File: config.mk
export PLATFORM = sky130hd
export DESIGN_NAME = utf8_caseless_fnv1a_hash_flat
export DESIGN_NICKNAME = d
export VERILOG_FILES = /design/src/hdl/u8fh_pkg.sv /design/src/hdl/u8fh_byte_if.sv /design/src/hdl/u8fh_hash_if.sv /design/src/hdl/u8fh_front.sv /design/src/hdl/u8fh_queue.sv /design/src/hdl/u8fh_back.sv /design/src/hdl/utf8_caseless_fnv1a_hash.sv /design/src/flat_wrapper.sv
export SDC_FILE = /design/constraint.sdc
export NUM_CORES = 1
export LEC_CHECK = 0
export BUFFER_PORTS_ARGS = -buffer_cell sky130_fd_sc_hd__buf_2
export CORE_ASPECT_RATIO = 0.7
export CORE_MARGIN = 1.5
export CORE_UTILIZATION = 44
export CTS_CLUSTER_DIAMETER = 60
export DETAILED_ROUTE_END_ITERATION = 12
export GPL_TIMING_DRIVEN = 0
export MAX_ROUTING_LAYER = met4
export SYNTH_ARGS = -nofsm -noshare
export SYNTH_HDL_FRONTEND = slang
export SYNTH_SLANG_ARGS = --single-unit
File: constraint.sdc
create_clock -name clk_i -period 10.25 [get_ports clk_i]
set_clock_uncertainty 0.15 [all_clocks]
set_input_delay 1.5375 -clock clk_i [delete_from_list [all_inputs] [get_ports clk_i]]
set_output_delay 1.5375 -clock clk_i [all_outputs]
set_load 0.1 [all_outputs]
File: src/hdl/u8fh_pkg.sv
`timescale 1ns / 1ps

package u8fh_pkg;

  localparam int unsigned CP_W    = 21;
  localparam int unsigned HASH_W  = 64;
  localparam int unsigned BYTE_W  = 8;

  localparam logic [HASH_W-1:0] FNV_BASIS      = 64'hcbf29ce484222325;
  localparam logic [CP_W-1:0]   REPLACEMENT_CP = 21'h00FFFD;
  localparam logic [CP_W-1:0]   UPPER_FIRST    = 21'h000041;
  localparam logic [CP_W-1:0]   UPPER_LAST     = 21'h00005A;
  localparam logic [CP_W-1:0]   CASE_OFFSET    = 21'd32;

  // Operation queue between the decoder and the hash unit.
  localparam int unsigned Q_DEPTH = 4;
  localparam int unsigned Q_PTR_W = $clog2(Q_DEPTH);
  localparam int unsigned Q_CNT_W = $clog2(Q_DEPTH + 1);

  typedef struct packed {
    logic            is_end;
    logic [CP_W-1:0] cp;
  } u8fh_op_t;

  // Number of continuation bytes announced by a lead byte.
  function automatic logic [1:0] follow_count(input logic [BYTE_W-1:0] b);
    logic [1:0] n;
    n = 2'd0;
    if (b[7:5] == 3'b110) n = 2'd1;
    else if (b[7:4] == 4'b1110) n = 2'd2;
    else if (b[7:3] == 5'b11110) n = 2'd3;
    return n;
  endfunction

  function automatic logic [CP_W-1:0] assemble(input logic [BYTE_W-1:0] lead,
                                               input logic [BYTE_W-1:0] b1,
                                               input logic [BYTE_W-1:0] b2,
                                               input logic [BYTE_W-1:0] b3,
                                               input logic [1:0]        nd);
    logic [CP_W-1:0] cp;
    case (nd)
      2'd1:    cp = {10'd0, lead[4:0], b1[5:0]};
      2'd2:    cp = {5'd0, lead[3:0], b1[5:0], b2[5:0]};
      2'd3:    cp = {lead[2:0], b1[5:0], b2[5:0], b3[5:0]};
      default: cp = '0;
    endcase
    return cp;
  endfunction

  // One FNV-1a round. The prime 2^40 + 0x1b3 is applied as a sum of shifts.
  function automatic logic [HASH_W-1:0] fnv_mix(input logic [HASH_W-1:0] h,
                                                input logic [CP_W-1:0]   cp);
    logic [HASH_W-1:0] x;
    x = h ^ {{(HASH_W-CP_W){1'b0}}, cp};
    return (x << 40) + (x << 8) + (x << 7) + (x << 5) + (x << 4) + (x << 1) + x;
  endfunction

endpackage

File: src/hdl/u8fh_byte_if.sv
`timescale 1ns / 1ps

interface u8fh_byte_if;
  logic       valid;
  logic       ready;
  logic [7:0] data_byte;
  logic       has_byte;
  logic       last;

  modport source (output valid, data_byte, has_byte, last, input ready);
  modport sink   (input valid, data_byte, has_byte, last, output ready);
endinterface

File: src/hdl/u8fh_hash_if.sv
`timescale 1ns / 1ps

interface u8fh_hash_if;
  logic        valid;
  logic        ready;
  logic [63:0] hash_value;

  modport source (output valid, hash_value, input ready);
  modport sink   (input valid, hash_value, output ready);
endinterface

File: src/hdl/u8fh_front.sv
`timescale 1ns / 1ps

module u8fh_front (
  input  logic               clk_i,
  input  logic               rst_ni,
  u8fh_byte_if.sink          byte_i,
  output logic               op_valid_o,
  output u8fh_pkg::u8fh_op_t op_o,
  input  logic               op_ready_i
);
  import u8fh_pkg::*;

  typedef enum logic {
    ST_IDLE,
    ST_FLUSH
  } state_e;

  state_e              state_q, state_d;
  logic [BYTE_W-1:0]   pend_q [3];
  logic [BYTE_W-1:0]   pend_d [3];
  logic [1:0]          cnt_q, cnt_d;
  logic [1:0]          pos_q, pos_d;

  logic                accept;
  logic [1:0]          nd_in, nd_lead, nd_pos;
  logic [4*BYTE_W-1:0] window;
  logic [BYTE_W-1:0]   w0, w1, w2;
  logic [1:0]          avail;

  assign accept = byte_i.valid && byte_i.ready;
  assign nd_in   = follow_count(byte_i.data_byte);
  assign nd_lead = follow_count(pend_q[0]);

  // Pending bytes seen from the flush position onwards.
  assign window = {8'd0, pend_q[2], pend_q[1], pend_q[0]} >> {pos_q, 3'b000};
  assign w0     = window[BYTE_W-1:0];
  assign w1     = window[2*BYTE_W-1:BYTE_W];
  assign w2     = window[3*BYTE_W-1:2*BYTE_W];
  assign nd_pos = follow_count(w0);
  assign avail  = cnt_q - pos_q;

  always_comb begin
    state_d      = state_q;
    pend_d       = pend_q;
    cnt_d        = cnt_q;
    pos_d        = pos_q;
    op_valid_o   = 1'b0;
    op_o.is_end  = 1'b0;
    op_o.cp      = '0;
    byte_i.ready = 1'b0;

    case (state_q)
      ST_IDLE: begin
        byte_i.ready = op_ready_i;
        if (accept) begin
          if (byte_i.has_byte) begin
            if (cnt_q == 2'd0) begin
              if (nd_in == 2'd0) begin
                op_valid_o = 1'b1;
                op_o.cp    = byte_i.data_byte[7] ? REPLACEMENT_CP
                                                 : {{(CP_W-BYTE_W){1'b0}}, byte_i.data_byte};
              end else begin
                pend_d[0] = byte_i.data_byte;
                cnt_d     = 2'd1;
              end
            end else if (cnt_q == nd_lead) begin
              op_valid_o = 1'b1;
              op_o.cp    = assemble(pend_q[0],
                                    (nd_lead == 2'd1) ? byte_i.data_byte : pend_q[1],
                                    (nd_lead == 2'd2) ? byte_i.data_byte : pend_q[2],
                                    byte_i.data_byte, nd_lead);
              cnt_d      = 2'd0;
            end else begin
              pend_d[cnt_q] = byte_i.data_byte;
              cnt_d         = cnt_q + 2'd1;
            end
          end
          if (byte_i.last) begin
            state_d = ST_FLUSH;
            pos_d   = 2'd0;
          end
        end
      end

      ST_FLUSH: begin
        // Decode the cut-short tail one code point a cycle while the queue takes them, then mark the end.
        op_valid_o = 1'b1;
        if (pos_q == cnt_q) begin
          op_o.is_end = 1'b1;
          if (op_ready_i) begin
            state_d = ST_IDLE;
            cnt_d   = 2'd0;
          end
        end else begin
          if (!w0[7]) begin
            op_o.cp = {{(CP_W-BYTE_W){1'b0}}, w0};
            if (op_ready_i) pos_d = pos_q + 2'd1;
          end else if (nd_pos != 2'd0 && nd_pos < avail) begin
            op_o.cp = assemble(w0, w1, w2, 8'd0, nd_pos);
            if (op_ready_i) pos_d = pos_q + nd_pos + 2'd1;
          end else begin
            op_o.cp = REPLACEMENT_CP;
            if (op_ready_i) pos_d = pos_q + 2'd1;
          end
        end
      end

      default: begin
        state_d = ST_IDLE;
      end
    endcase
  end

  always_ff @(posedge clk_i or negedge rst_ni) begin
    if (!rst_ni) begin
      state_q <= ST_IDLE;
      cnt_q   <= 2'd0;
      pos_q   <= 2'd0;
      pend_q  <= '{default: '0};
    end else begin
      state_q <= state_d;
      cnt_q   <= cnt_d;
      pos_q   <= pos_d;
      pend_q  <= pend_d;
    end
  end

endmodule

File: src/hdl/u8fh_queue.sv
`timescale 1ns / 1ps

module u8fh_queue (
  input  logic               clk_i,
  input  logic               rst_ni,
  input  logic               in_valid_i,
  input  u8fh_pkg::u8fh_op_t in_op_i,
  output logic               in_ready_o,
  output logic               out_valid_o,
  output u8fh_pkg::u8fh_op_t out_op_o,
  input  logic               out_ready_i
);
  import u8fh_pkg::*;

  u8fh_op_t           mem_q [Q_DEPTH];
  logic [Q_PTR_W-1:0] wr_q, rd_q;
  logic [Q_CNT_W-1:0] cnt_q;
  logic               push, pop;

  assign in_ready_o  = (cnt_q != Q_CNT_W'(Q_DEPTH));
  assign out_valid_o = (cnt_q != '0);
  assign out_op_o    = mem_q[rd_q];
  assign push        = in_valid_i && in_ready_o;
  assign pop         = out_valid_o && out_ready_i;

  always_ff @(posedge clk_i) begin
    if (push) mem_q[wr_q] <= in_op_i;
  end

  always_ff @(posedge clk_i or negedge rst_ni) begin
    if (!rst_ni) begin
      wr_q  <= '0;
      rd_q  <= '0;
      cnt_q <= '0;
    end else begin
      if (push) wr_q <= wr_q + Q_PTR_W'(1);
      if (pop)  rd_q <= rd_q + Q_PTR_W'(1);
      if (push && !pop)      cnt_q <= cnt_q + Q_CNT_W'(1);
      else if (pop && !push) cnt_q <= cnt_q - Q_CNT_W'(1);
    end
  end

endmodule

File: src/hdl/u8fh_back.sv
`timescale 1ns / 1ps

module u8fh_back (
  input  logic               clk_i,
  input  logic               rst_ni,
  input  logic               op_valid_i,
  input  u8fh_pkg::u8fh_op_t op_i,
  output logic               op_ready_o,
  u8fh_hash_if.source        hash_o
);
  import u8fh_pkg::*;

  logic [HASH_W-1:0] acc_q;
  logic [HASH_W-1:0] hash_q;
  logic              out_valid_q;
  logic [CP_W-1:0]   cp_fold;
  logic              pop;

  // An end marker waits while the previous hash has not been taken.
  assign op_ready_o = !op_i.is_end || !out_valid_q || hash_o.ready;
  assign pop        = op_valid_i && op_ready_o;

  always_comb begin
    cp_fold = op_i.cp;
    if (op_i.cp inside {[UPPER_FIRST:UPPER_LAST]}) cp_fold = op_i.cp + CASE_OFFSET;
  end

  assign hash_o.valid      = out_valid_q;
  assign hash_o.hash_value = hash_q;

  always_ff @(posedge clk_i) begin
    if (pop && op_i.is_end) hash_q <= acc_q;
  end

  always_ff @(posedge clk_i or negedge rst_ni) begin
    if (!rst_ni) begin
      acc_q       <= FNV_BASIS;
      out_valid_q <= 1'b0;
    end else begin
      if (pop && op_i.is_end) begin
        acc_q       <= FNV_BASIS;
        out_valid_q <= 1'b1;
      end else begin
        if (pop) acc_q <= fnv_mix(acc_q, cp_fold);
        if (hash_o.ready) out_valid_q <= 1'b0;
      end
    end
  end

endmodule

File: src/hdl/utf8_caseless_fnv1a_hash.sv
`timescale 1ns / 1ps

// Channel  Role  Payload                       Transfer
// byte_i   sink  data_byte, has_byte, last     valid && ready
// hash_o   src   hash_value (64 bits)          valid && ready
//
// One byte is taken per cycle while the string runs and the queue has room.
// The string's last item holds the decoder while it walks the undecoded tail
// serially, each tail code point then the end marker. The hash unit folds one
// code point per cycle from a four-entry queue unless an end marker waits on
// an untaken hash, so a brief stall on either side need not block the other.
// Reset clears all control state, reloads the FNV basis; no clearing pass needed.

module utf8_caseless_fnv1a_hash (
  input  logic        clk_i,
  input  logic        rst_ni,
  u8fh_byte_if.sink   byte_i,
  u8fh_hash_if.source hash_o
);
  import u8fh_pkg::*;

  logic     fr_valid, fr_ready;
  u8fh_op_t fr_op;
  logic     bk_valid, bk_ready;
  u8fh_op_t bk_op;

  u8fh_front u_front (
    .clk_i      (clk_i),
    .rst_ni     (rst_ni),
    .byte_i     (byte_i),
    .op_valid_o (fr_valid),
    .op_o       (fr_op),
    .op_ready_i (fr_ready)
  );

  u8fh_queue u_queue (
    .clk_i       (clk_i),
    .rst_ni      (rst_ni),
    .in_valid_i  (fr_valid),
    .in_op_i     (fr_op),
    .in_ready_o  (fr_ready),
    .out_valid_o (bk_valid),
    .out_op_o    (bk_op),
    .out_ready_i (bk_ready)
  );

  u8fh_back u_back (
    .clk_i      (clk_i),
    .rst_ni     (rst_ni),
    .op_valid_i (bk_valid),
    .op_i       (bk_op),
    .op_ready_o (bk_ready),
    .hash_o     (hash_o)
  );

endmodule
File: src/flat_wrapper.sv
// flat-port wrapper written by rule: the top's interface ports become plain ports
module utf8_caseless_fnv1a_hash_flat import u8fh_pkg::*;
  (clk_i, rst_ni, byte_i_valid, byte_i_data_byte, byte_i_has_byte, byte_i_last, byte_i_ready, hash_o_valid, hash_o_hash_value, hash_o_ready);
  u8fh_byte_if byte_i_i ();
  u8fh_hash_if hash_o_i ();
  input  logic clk_i;
  input  logic rst_ni;
  input wire logic [$bits(byte_i_i.valid)-1:0] byte_i_valid;
  input wire logic [$bits(byte_i_i.data_byte)-1:0] byte_i_data_byte;
  input wire logic [$bits(byte_i_i.has_byte)-1:0] byte_i_has_byte;
  input wire logic [$bits(byte_i_i.last)-1:0] byte_i_last;
  output wire logic [$bits(byte_i_i.ready)-1:0] byte_i_ready;
  output wire logic [$bits(hash_o_i.valid)-1:0] hash_o_valid;
  output wire logic [$bits(hash_o_i.hash_value)-1:0] hash_o_hash_value;
  input wire logic [$bits(hash_o_i.ready)-1:0] hash_o_ready;
  assign byte_i_i.valid = byte_i_valid;
  assign byte_i_i.data_byte = byte_i_data_byte;
  assign byte_i_i.has_byte = byte_i_has_byte;
  assign byte_i_i.last = byte_i_last;
  assign byte_i_ready = byte_i_i.ready;
  assign hash_o_valid = hash_o_i.valid;
  assign hash_o_hash_value = hash_o_i.hash_value;
  assign hash_o_i.ready = hash_o_ready;
  utf8_caseless_fnv1a_hash u_core (.clk_i(clk_i), .rst_ni(rst_ni), .byte_i(byte_i_i), .hash_o(hash_o_i));
endmodule
# Yosys cells after proc, flatten, opt, wreduce, memory -nomap -nowiden
# Memory sizes are Yosys's and may differ from the RTL's.
# Index checks and enable logic that the tools add are counted.
# word_totals
ramBits	88
n_memories	1
output_inout_bits	66
latchBits	0
register_bits	165
rom_bits	0
wordCells	162
input_bits	14
# op_classes
n_lt_le_gt_ge	5
shifts	1
bitwise_logic	5
multipliers	0
n_addsub	16
div	0
reduce_logical	26
n_eq_ne	28
n_mux	68
# mem_list
memory	words	width	read_ports	rd_clocked_by_memory_dff	write_ports	line_no	text
u_core.u_queue.mem_q	4	22	1	0	1	u8fh_queue.sv:15	u8fh_op_t mem_q [Q_DEPTH];
# ops
operator	n
$add 64x64->64	6
$mux 21	8
$mux 64	2
$pmux 21 s3	2
$xor 64x21->64	1
$mux 2	23
$pmux 21 s2	1
$mux 16	2
$bwmux 24	1
$mux 24	1
$mux 8	3
$shr 24x5->22	1
$add 21x6->21 const B	1
$ge 21x7->1 const B	1
$le 21x7->1 const B	1
$demux 8 s2	1
$mux 1	16
$eq 5x5->1 const B	3
$reduce_and 5->1	3
$ne 2x2->1 const B	7
$eq 4x4->1 const B	3
$mux 6	2
$add 2x1->2 const B	5
$eq 3x3->1 const B	3
other kinds (25)	52

# Logic depth before layout (Yosys ltp)
# Gate-level depths: netlist of run 1.
# logic_depth
word_depth	15
ltp_mapped	29
depth_no_buf	26

# Modules after synthesis
# Synthesis of run 1 repeated with hierarchy kept, for this count alone.
# unflattened
cells_unflattened	1881
hier_area_um2	21446.8
# modules_own_cells
module	area_each_um2	cells_each	seq_area_each_um2	n_inst
u8fh_back	15000.6	1405	3583.4	1
u8fh_queue	3621.0	150	2817.7	1
u8fh_front	2825.2	326	725.7	1

# Worst setup path before layout of run 1
# No wires, ideal clock.
# synth_timing
path_type	register to register
start	register u_core.u_queue.rd_q[0]
end	register u_core.u_back.acc_q[41]
stages_incl_launch_ff	28
setup_slack_ps	2672
setup_time_ps	131
n_path_buf	2
t_arrival_ps	7297
synth_period_minus_slack_ps	7578
required_ps	9969
cell_sequence	dfrtp_1 -> buf_6 -> buf_4 -> mux4_2 -> ha_1 -> or4_4 -> a31oi_1 -> a41oi_1 -> nor2_4 -> o21ai_4 -> mux2i_4 -> xnor2_4 -> xor2_2 -> xor2_1 -> fa_1 -> fa_1 -> ha_1 -> ha_1 -> a21o_1 -> a31oi_1 -> o221ai_1 -> a221o_1 -> a311oi_1 -> o21ai_1 -> a221o_1 -> a311oi_1 -> xor2_1 -> o21ai_1
# synth_via
elab_chain_cells	13
word_cells_on_any_way	21
cone_classes	7 x add/sub; 2 x order compare; 3 x mux; 1 x bitwise; 7 x reduce/logical; 1 x memory
# synth_rtl
element	line_no	text
start, declared	u8fh_queue.sv:16	logic [Q_PTR_W-1:0] wr_q, rd_q;
start signal, assigned	u8fh_queue.sv:37	if (pop) rd_q <= rd_q + Q_PTR_W'(1);
$mem_v2 4x22 (*)	-	
$ge 21x7->1 or $le 21x7->1 (tied branches)	u8fh_back.sv:25	if (op_i.cp inside {[UPPER_FIRST:UPPER_LAST]}) cp_fold = op_i.cp + CASE_OFFSET;
$logic_and 1x1->1	u8fh_back.sv:25	
$mux 21	u8fh_back.sv:25	
$xor 64x21->64	u8fh_pkg.sv:54	x = h ^ {{(HASH_W-CP_W){1'b0}}, cp};
$add 64x64->64 (6 in series)	u8fh_pkg.sv:55	return (x << 40) + (x << 8) + (x << 7) + (x << 5) + (x << 4) + (x << 1) + x;
$mux 64	u8fh_back.sv:44	if (pop) acc_q <= fnv_mix(acc_q, cp_fold);
$mux 64	u8fh_back.sv:40	if (pop && op_i.is_end) begin
end signal, assigned	u8fh_back.sv:44	
end, declared	u8fh_back.sv:13	logic [HASH_W-1:0] acc_q;
# Mark *: on every way between the ends. The rest lies on a longest branch, timed or not. The select of a mux whose other input is x is not followed.
# A chain may end at the register's enable or synchronous reset.

# Worst setup path after layout of run 1
# layout_timing
start	register u_core.u_queue.rd_q[1]
end	register u_core.u_back.acc_q[60]
# Same word-level chain as after synthesis.

==> metrics.log, run 1 <==
[metrics] area of the placeable core: 46600 um2
[metrics] port bufs: 79
[metrics] total number of vias: 14600
[metrics] iteration-0 DRC count of the detailed router: 1260
[metrics] count of state elements after synthesis: 253
[metrics] asr flop ratio synth: roughly two fifths
[metrics] library cell occupying the most area in the post-synthesis netlist: edfxtp_1
[metrics] Crit Reg-Reg Startpoint: u_core.u_queue.rd_q[1]
[metrics] number of standard cells after synthesis: 1834
[metrics] Die Footprint: 48700 um2
[metrics] number of buffers on the longest clock path: 3
[metrics] via count of the first global-routing pass: 14600
[metrics] largest net degree at the start of global routing: 78
[metrics] wire length of the first global-routing pass: 88.2 mm
[metrics] H-tree depth reported by CTS: 1
[metrics] number of sinks on the clock net: 253
[metrics] count of flip-flops with a built-in enable after synthesis: 152
[metrics] die outline height: 185 um
[metrics] Site Rows: 66
[metrics] CP Launch Type: register
[metrics] startpoint of the tightest hold check path: u_core.u_queue.cnt_q[2]
[metrics] clock transition at the registers of the reported paths: 60 ps
[metrics] average cell area after synthesis: 11.4 um2
[metrics] Critical Path Max Stage Delay: 980 ps
[metrics] antenna violations before repair: 1
[metrics] setup repair after global routing missed its margin: no
[metrics] count of buffers added by post-CTS timing repair for setup: 0
[metrics] outcome: completed
[metrics] post-synth design cell area: 20900 um2
[metrics] shortest clock period the worst path allows after layout: 9240 ps
[metrics] hold violation total from the final report: 0
[metrics] final max-slew violation count: 0
[metrics] yosys synthesis warning count: 0
[metrics] area share of the leading cell type in the synthesized netlist: 21.9%
[metrics] crit path capture type: register
[metrics] worst max-slew margin expressed relative to the limit: 15.6%
[metrics] antenna diode instance count: 0
[metrics] Global Route Usage Sum: about 25%
[metrics] insertion delay of the later-clocked pin in the worst-skew pair: 590 ps
[metrics] Setup TNS: 0 ps
[metrics] CTS Buf Count: 31
[metrics] total placed cells including tap cells: roughly 2500
[metrics] Resized cells post-CTS: 0
[metrics] fraction of the yosys area taken by sequential cells: 34.2%
[metrics] maximum fanout along the worst path: 10
[metrics] DRT Wirelength: 55.8 mm
[metrics] Final setup viols: 0
[metrics] final design utilization: around 50%
[metrics] required time worst endpoint: 10530 ps
[metrics] syn_nets: between 2000 and 2500
[metrics] largest cells by area after synthesis: edfxtp_1 (22%), fa_1 (21%), dfrtp_1 (8.8%)
[metrics] io pins: 80
[metrics] maximum clock rate: 108 MHz
[metrics] number of vias per cell after detailed routing: 5.65
[metrics] layout overhead on the synthesized area: 11.4%
[metrics] hold buffer count at cts: 0
[metrics] initial core utilization: 44.8%
[metrics] WS Path Type: reg -> reg
[metrics] critical path data arrival time: 9520 ps
[metrics] RD Place Congestion: about 0.94
[metrics] ratio of cells with drive above 1 in the final layout: 12.2%
[metrics] most frequent cell after synthesis: inv_1
[metrics] dominant register cell in the synthesized netlist: edfxtp_1
[metrics] number of detailed-route iterations in the first pass: 6
[metrics] residual antenna-violating net count after detailed routing: 0
[metrics] placed wire-length estimate after detailed placement: 44.1 mm
[metrics] Die W: 263 um
[metrics] path type of the worst min-delay path: reg -> reg
[metrics] footprint of the flip-flops and latches: 7130 um2
[metrics] critical path startpoint: u_core.u_queue.rd_q[1]
[metrics] remaining design rule violation count: 0
[metrics] most prevalent standard cell on the critical path: ha_1
[metrics] transition time of the tightest slew-check pin: 1270 ps
[metrics] post-synthesis cell type count: 80
[metrics] worst hold slack: ~340 ps
[metrics] grt ovf: 0
[metrics] TritonCTS clock tree: yes
[metrics] detailed-route wire length per cell: 21.5 um
[metrics] root buffer selected by CTS: clkbuf_16
[metrics] cell with the biggest individual delay on the critical path: o41ai_1
[metrics] Final Cycle Share: 90.1%
[metrics] number of max-cap violations: 0
[metrics] final-stage net count: 2322
[metrics] fill cell count: approximately 4300
[metrics] total area of multi-input combinational cells: 12700 um2
[metrics] Final Instance Count excl. Fillers: around 2600
[metrics] most frequent cells after synthesis: inv_1 (225), fa_1 (219), edfxtp_1 (152)
## critical path, delay by kind of cell, from the launching register on
kind                     cells  cell delay (ps)
AND/OR/NAND/NOR              4             1210
XOR/XNOR                     3              760
buffers and inverters        2             1040
multiplexers                 2              780
AO/OA/AOI/OAI                9             2570
flip-flops                   1              530
adder cells (fa/ha/maj)      5             2020
## registers in the layout (all words and copies together), names as in the netlist
register                         flops
u_core.u_back.acc_q                 64
u_core.u_back.hash_o.hash_value     64
u_core.u_back.hash_o.valid           1
u_core.u_front.cnt_q                 2
u_core.u_front.pend_q               24
u_core.u_front.pos_q                 2
u_core.u_front.state_q               1
u_core.u_queue.cnt_q                 3
u_core.u_queue.mem_q                88
u_core.u_queue.rd_q                  2
u_core.u_queue.wr_q                  2
## final cells by class
| type | instances | area share [%] |
|---|---|---|
| well taps | 612 | 3.30 |
| flip-flops and latches | 253 | 30.7 |
| multi-input cells | 1292 | 54.5 |
| clock inverters | 19 | 1.09 |
| inverters | 230 | 3.72 |
| plain buffers | 59 | 1.03 |
| repair buffers | 87 | 2.19 |
| clock buffers | 39 | 3.51 |
## logic make-up after synthesis
group	after synthesis	share of synthesized area, %
AOI/OAI and AO/OA	406	12.5
xor gates and xnor gates	153	6.64
adders and majority gates	367	29.8
buffers and inverters	289	5.29
DFF	253	34.2
muxes	63	4.54
and+or+nand+nor	303	7.08
## metrics by stage
step                setup WS, ps  area, um2
floorplan                   2670      20900
global placement            -505      22000
detailed placement          1190      22100
CTS                         1130      23200
global route                 461      23200
finish                      1010      23200
## path summary, 6_finish.rpt
check	to	slack, ps	depth (start not counted)
max in group asynchronous	u_core.u_back.acc_q[17]	8500	2
worst min register to register	u_core.u_queue.cnt_q[2]	340	1
min in group asynchronous	u_core.u_front.pend_q[21]	650	1
worst max register to register	u_core.u_back.acc_q[60]	1010	25
worst min-delay path	u_core.u_queue.cnt_q[2]	340	1
worst max-delay path	u_core.u_back.acc_q[60]	1010	25
## metal layers
metal  GRT usage (%)  wire length (um)  vias to the layer above
met5               -                 0                        -
met4            3.49               794                        0
met3            4.63              4680                       55
met2            33.4             22500                      501
met1            38.2             27800                     7447
li1                -                 -                     6644
## layout by cell type (no fill, tap or decap), types with 52 or more instances in the layout
cell      instances
ha_1            135
clkbuf_1         56
inv_1           225
dfrtp_1          73
a21oi_1         104
a21o_1           52
fa_1            219
nand2_1          93
buf_2            81
xor2_1           66
xnor2_1          81
nor2_1           69
o21ai_0          85
edfxtp_1        152
Power of run 1 is not shown: default switching activity piles up to over one toggle a cycle in this logic, so the estimate is an artifact.
==> run 2: changes to the inputs <==
CELL_PAD_IN_SITES_DETAIL_PLACEMENT = 2   (was unset)
CELL_PAD_IN_SITES_GLOBAL_PLACEMENT = 2   (was unset)
PLACE_DENSITY = 0.81   (was unset)
==> run 2 against run 1 <==
Sequential share of layout area up 0.078 points. Via count grew 9.1%. Wire length increased by 40%. First-iteration DRC count rose by 17%. Critical path type unchanged. Non-clock buffer count unchanged. Die area unchanged. Register-to-register slack lost 300 ps. Fmax shrank 3.2%. Critical path depth stayed put. Global-route usage up 9.2 points. Cell count shrank 0.15%. Flip-flop and latch count stayed put.
==> metrics.log, run 2 (same netlist as run 1, synthesis figures left out) <==
[metrics] most prevalent standard cell on the critical path: ha_1
[metrics] number of sinks on the clock net: between 200 and 300
[metrics] antenna diode instance count: 0
[metrics] final-stage net count: 2320
[metrics] layout overhead on the synthesized area: 11.1%
[metrics] crit path capture type: register
[metrics] Crit Reg-Reg Startpoint: u_core.u_queue.rd_q[1]
[metrics] wire length of the first global-routing pass: 118 mm
[metrics] Final setup viols: 0
[metrics] root buffer selected by CTS: clkbuf_16
[metrics] depth of the worst hold-timing path: 0
[metrics] iteration-0 DRC count of the detailed router: 1478
[metrics] required time worst endpoint: 10530 ps
[metrics] Global Route Usage Sum: 33.7%
[metrics] Site Rows: 66
[metrics] Resized cells post-CTS: 0
[metrics] Setup TNS: 0 ps
[metrics] startpoint of the tightest hold check path: u_core.u_back.acc_q[1]
[metrics] Endpoint, Worst Hold: u_core.u_back.hash_o.hash_value[1]
[metrics] antenna violations before repair: 0
[metrics] number of flip-flops under the largest register name: 88
[metrics] Final Cycle Share: 93.1%
[metrics] area of the placeable core: 46600 um2
[metrics] CP Launch Type: register
[metrics] initial core utilization: 44.8%
[metrics] worst max-slew margin expressed relative to the limit: 2.35%
[metrics] final design utilization: 49.7%
[metrics] total placed cells including tap cells: ~2500
[metrics] Critical Path Max Stage Delay: approximately 800 ps
[metrics] number of buffers on the longest clock path: 3
[metrics] count of cells along the worst register-to-register path: 25
[metrics] placed wire-length estimate after detailed placement: 60.6 mm
[metrics] maximum fanout along the worst path: 10
[metrics] detailed-route wire length per cell: 30.2 um
[metrics] hold buffer count at cts: 0
[metrics] shortest clock period the worst path allows after layout: 9540 ps
[metrics] critical path data arrival time: 9820 ps
[metrics] cell with the biggest individual delay on the critical path: o41ai_2
[metrics] io pins: 80
[metrics] ratio of cells with drive above 1 in the final layout: 12.3%
[metrics] number of vias per cell after detailed routing: 6.18
[metrics] CTS Buf Count: 29
[metrics] Final Instance Count excl. Fillers: 2587
[metrics] H-tree depth reported by CTS: 1
[metrics] most common cell after layout, fill and taps aside: inv_1
[metrics] DRT Wirelength: 78.1 mm
[metrics] largest net degree at the start of global routing: 76
[metrics] total number of vias: 16000
[metrics] residual antenna-violating net count after detailed routing: 0
[metrics] setup repair after global routing missed its margin: no
[metrics] path type of the worst min-delay path: reg -> reg
[metrics] maximum clock rate: between 100 and 150 MHz
[metrics] worst hold slack: 372 ps
[metrics] number of detailed-route iterations in the first pass: 5
[metrics] count of buffers added by post-CTS timing repair for setup: 0
[metrics] transition time of the tightest slew-check pin: 1460 ps
[metrics] Die W: 263 um
[metrics] WS Path Type: reg -> reg
[metrics] final max-slew violation count: 0
[metrics] critical path startpoint: u_core.u_queue.rd_q[1]
[metrics] grt ovf: 0
[metrics] hold violation total from the final report: 0
[metrics] die outline height: 185 um
[metrics] via count of the first global-routing pass: 17900
[metrics] Most flops, register: u_core.u_queue.mem_q
[metrics] number of max-cap violations: 0
[metrics] clock transition at the registers of the reported paths: 70 ps
[metrics] commonest cells after routing, fill and taps aside: inv_1 (225), fa_1 (219), edfxtp_1 (152)
[metrics] TritonCTS clock tree: yes
[metrics] remaining design rule violation count: 0
[metrics] outcome: completed
[metrics] port bufs: 79
[metrics] insertion delay of the later-clocked pin in the worst-skew pair: about 590 ps
[metrics] RD Place Congestion: 0.921
[metrics] Die Footprint: 48700 um2
[metrics] endpoint of the lowest-slack register-to-register path: u_core.u_back.acc_q[60]
[metrics] setup slack of the most critical reg-to-reg path: 710 ps
run 2: cell count changes in the layout (fill, tap and decap cells not counted), moves of 2 or more:
cell	previous run	this run
clkbuf_8	1	4
clkbuf_1	56	52
clkinv_2	1	5
clkbuf_16	31	29
inv_6	5	2
clkinv_4	2	0
run 2: cell type report:
type,instances,area (um2)
plain buffers,59,240
clock buffers,36,792
clock inverters,18,200
fillers,4666,23400
inverters,230,863
multi-input cells,1292,12700
flip-flops and latches,253,7130
well taps,612,766
repair buffers,87,512
run 2: worst max path at each step:
stage	endpoint	slack, ps	cells after the start
after floorplan	u_core.u_back.acc_q[41]	2670	27
after global placement	u_core.u_back.hash_o.valid	-350	5
after detailed placement	u_core.u_back.acc_q[60]	870	25
after CTS	u_core.u_back.acc_q[60]	530	25
after global routing	u_core.u_back.acc_q[53]	430	26
final	u_core.u_back.acc_q[60]	710	25
run 2: per-stage QoR:
stage          cell area (um2)  setup WS, ps
6_report                 23200           711
3_3_place_gp             22000          -353
4_1_cts                  23200           528
5_1_grt                  23200           434
3_5_place_dp             22200           868
2_1_floorplan            20900          2670
run 2: layer usage:
| layer | track usage [%] | vias to the layer above | part of all wire (%) |
|---|---|---|---|
| li1 | - | 6635 | - |
| met1 | 46.6 | 8600 | 45 |
| met2 | 52.5 | 614 | 47 |
| met3 | 4.75 | 126 | 6.1 |
| met4 | 8.74 | 0 | 2.6 |
| met5 | - | - | 0 |
run 2: critical path, delay by kind of cell (launching register included):
kind            cells  cell delay [ps]
fa+ha+maj           5             2090
buf+inv             3             1210
flops               1              530
xor+xnor            3              860
simple gates        6             1790
mux                 1              510
compound gates      7             2210
Power of run 2 is left out for the same reason.
==> run 3: changes to the inputs <==
BUFFER_PORTS_ARGS = -buffer_cell sky130_fd_sc_hd__clkbuf_2   (was -buffer_cell sky130_fd_sc_hd__buf_2)
CORE_UTILIZATION = 35   (was 44)
PLACE_DENSITY = unset   (was 0.81)
PLACE_DENSITY_LB_ADDON = 0.1   (was unset)
==> run 3 against run 2 <==
Fmax rose by 0.68%. Via count shrank 5.6%. Sequential share of layout area down 0.65 points.
==> metrics.log, run 3 (same netlist as run 1, synthesis figures left out) <==
[metrics] hold buffer count at cts: 0
[metrics] shortest clock period the worst path allows after layout: 9480 ps
[metrics] Final setup viols: 0
[metrics] critical path data arrival time: 9780 ps
[metrics] number of max-cap violations: 0
[metrics] worst max-slew margin expressed relative to the limit: 2.55%
[metrics] number of flip-flops under the largest register name: 88
[metrics] setup slack after layout: between 700 and 800 ps
[metrics] CTS Buf Count: 36
[metrics] setup repair after global routing missed its margin: no
[metrics] Site Rows: 74
[metrics] maximum clock rate: ~110 MHz
[metrics] clock transition at the registers of the reported paths: approximately 60 ps
[metrics] top metal layer carrying routed signals: met4
[metrics] most common cell after layout, fill and taps aside: inv_1
[metrics] root buffer selected by CTS: clkbuf_16
[metrics] CP Launch Type: register
[metrics] Final Cycle Share: 92.4%
[metrics] path type of the worst min-delay path: reg -> reg
[metrics] transition time of the tightest slew-check pin: between 1000 and 1500 ps
[metrics] wire length of the first global-routing pass: about 110 mm
[metrics] via count of the first global-routing pass: between 15000 and 20000
[metrics] final-stage net count: between 2000 and 2500
[metrics] maximum fanout along the worst path: 10
[metrics] total number of vias: 15100
[metrics] layout overhead on the synthesized area: 13.5%
[metrics] Met3 Routed Length: 4.60 mm
[metrics] length of routed wiring on met1: approximately 39 mm
[metrics] RD Place Congestion: approximately 0.89
[metrics] crit path capture type: register
[metrics] hold violation total from the final report: 0
[metrics] count of buffers added by post-CTS timing repair for setup: 0
[metrics] antenna diode instance count: 0
[metrics] grt ovf: 0
[metrics] placed wire-length estimate after detailed placement: between 50 and 60 mm
[metrics] amount of wire on met2 after detailed routing: 29.2 mm
[metrics] H-tree depth reported by CTS: 2
[metrics] iteration-0 DRC count of the detailed router: 922
[metrics] antenna violations before repair: 0
[metrics] WS Path Type: reg -> reg
[metrics] final max-slew violation count: 0
[metrics] Global Route Usage Sum: 25.5%
[metrics] DRT Wirelength: 73.4 mm
[metrics] DP Worst Slack: 829 ps
[metrics] ratio of cells with drive above 1 in the final layout: 12.6%
[metrics] required time worst endpoint: 10560 ps
[metrics] io pins: 80
[metrics] port bufs: around 80
[metrics] number of vias per cell after detailed routing: 5.41
[metrics] residual antenna-violating net count after detailed routing: 0
[metrics] outcome: completed
[metrics] die outline height: 207 um
[metrics] largest net degree at the start of global routing: 54
[metrics] number of sinks on the clock net: roughly 250
[metrics] area of the placeable core: between 50000 and 60000 um2
[metrics] Resized cells post-CTS: 0
[metrics] initial core utilization: ~36%
[metrics] remaining design rule violation count: 0
[metrics] Die Footprint: 61100 um2
[metrics] insertion delay of the later-clocked pin in the worst-skew pair: approximately 580 ps
[metrics] commonest cells after routing, fill and taps aside: inv_1 (225), fa_1 (219), edfxtp_1 (152)
[metrics] Most flops, register: u_core.u_queue.mem_q
[metrics] Die W: 295 um
[metrics] TritonCTS clock tree: yes
[metrics] number of buffers on the longest clock path: 3
[metrics] number of detailed-route iterations in the first pass: 5
[metrics] detailed-route wire length per cell: 26.3 um
[run 3: cell types whose count changed in the layout (fill, tap and decap cells not counted), sizes merged]
cell,previous run,this run
buf,97,19
clkinv,13,14
inv,228,230
clkbuf,85,176
clkinvlp,3,0
[run 3: through the flow]
| stage | TNS, ps | cell area (um2) | util [%] | hold WS [ps] | std cells |
|---|---|---|---|---|---|
| floorplan | 0 | 20900 | - | 306 | 1834 |
| global placement | -13860 | 22300 | 38.0 | 338 | 2711 |
| detailed placement | 0 | 22400 | 38.2 | 345 | 2719 |
| CTS | 0 | 23600 | 40.3 | 359 | 2785 |
| global route | 0 | 23700 | 40.4 | 379 | 2786 |
| finish | 0 | 23700 | 40.4 | 359 | 2786 |
[run 3: path summary, 6_finish.rpt]
path | startpoint | to | slack (ps) | depth (start not counted)
max | u_core.u_queue.rd_q[0] | u_core.u_back.acc_q[55] | 770 | 26
min | u_core.u_back.acc_q[1] | u_core.u_back.hash_o.hash_value[1] | 360 | 0
max reg2reg | u_core.u_queue.rd_q[0] | u_core.u_back.acc_q[55] | 770 | 26
min reg2reg | u_core.u_back.acc_q[1] | u_core.u_back.hash_o.hash_value[1] | 360 | 0
max in group asynchronous | rst_ni | u_core.u_back.acc_q[21] | 8420 | 2
min in group asynchronous | rst_ni | u_core.u_front.pend_q[23] | 790 | 1
[run 3: layer usage]
layer	global-route usage [%]	vias to the layer above
met5	-	-
met4	4.41	0
met3	5.37	64
met2	33.4	343
met1	40.2	8006
li1	-	6663
[run 3: layout make-up]
class / instances / area, um2
Buffer: 59 / 240
Clock buffer: 48 / 996
Clock inverter: 18 / 274
Fill cell: 6115 / 34900
Inverter: 230 / 863
Multi-Input combinational cell: 1292 / 12600
Sequential cell: 253 / 7130
Tap cell: 798 / 998
Timing Repair Buffer: 88 / 534
[run 3: critical path, cell delays in order, from the launching register on]
cell and delay [ps]:
dfrtp_1 340, buf_6 140, buf_4 250, mux4_2 660, ha_1 270, or4_4 570
a31oi_1 170, a41oi_1 90, nor2_4 190, nand2_2 140, xnor2_1 720, ha_1 390
xor2_1 190, fa_1 520, fa_1 470, ha_1 300, ha_1 360, a21oi_1 260
nand2_1 90, o21a_1 290, o211ai_1 320, a31oi_1 320, a41oi_1 920, o211ai_1 350
a21oi_1 520, mux2i_1 270, a21oi_1 90
Power of run 3 is left out for the same reason.
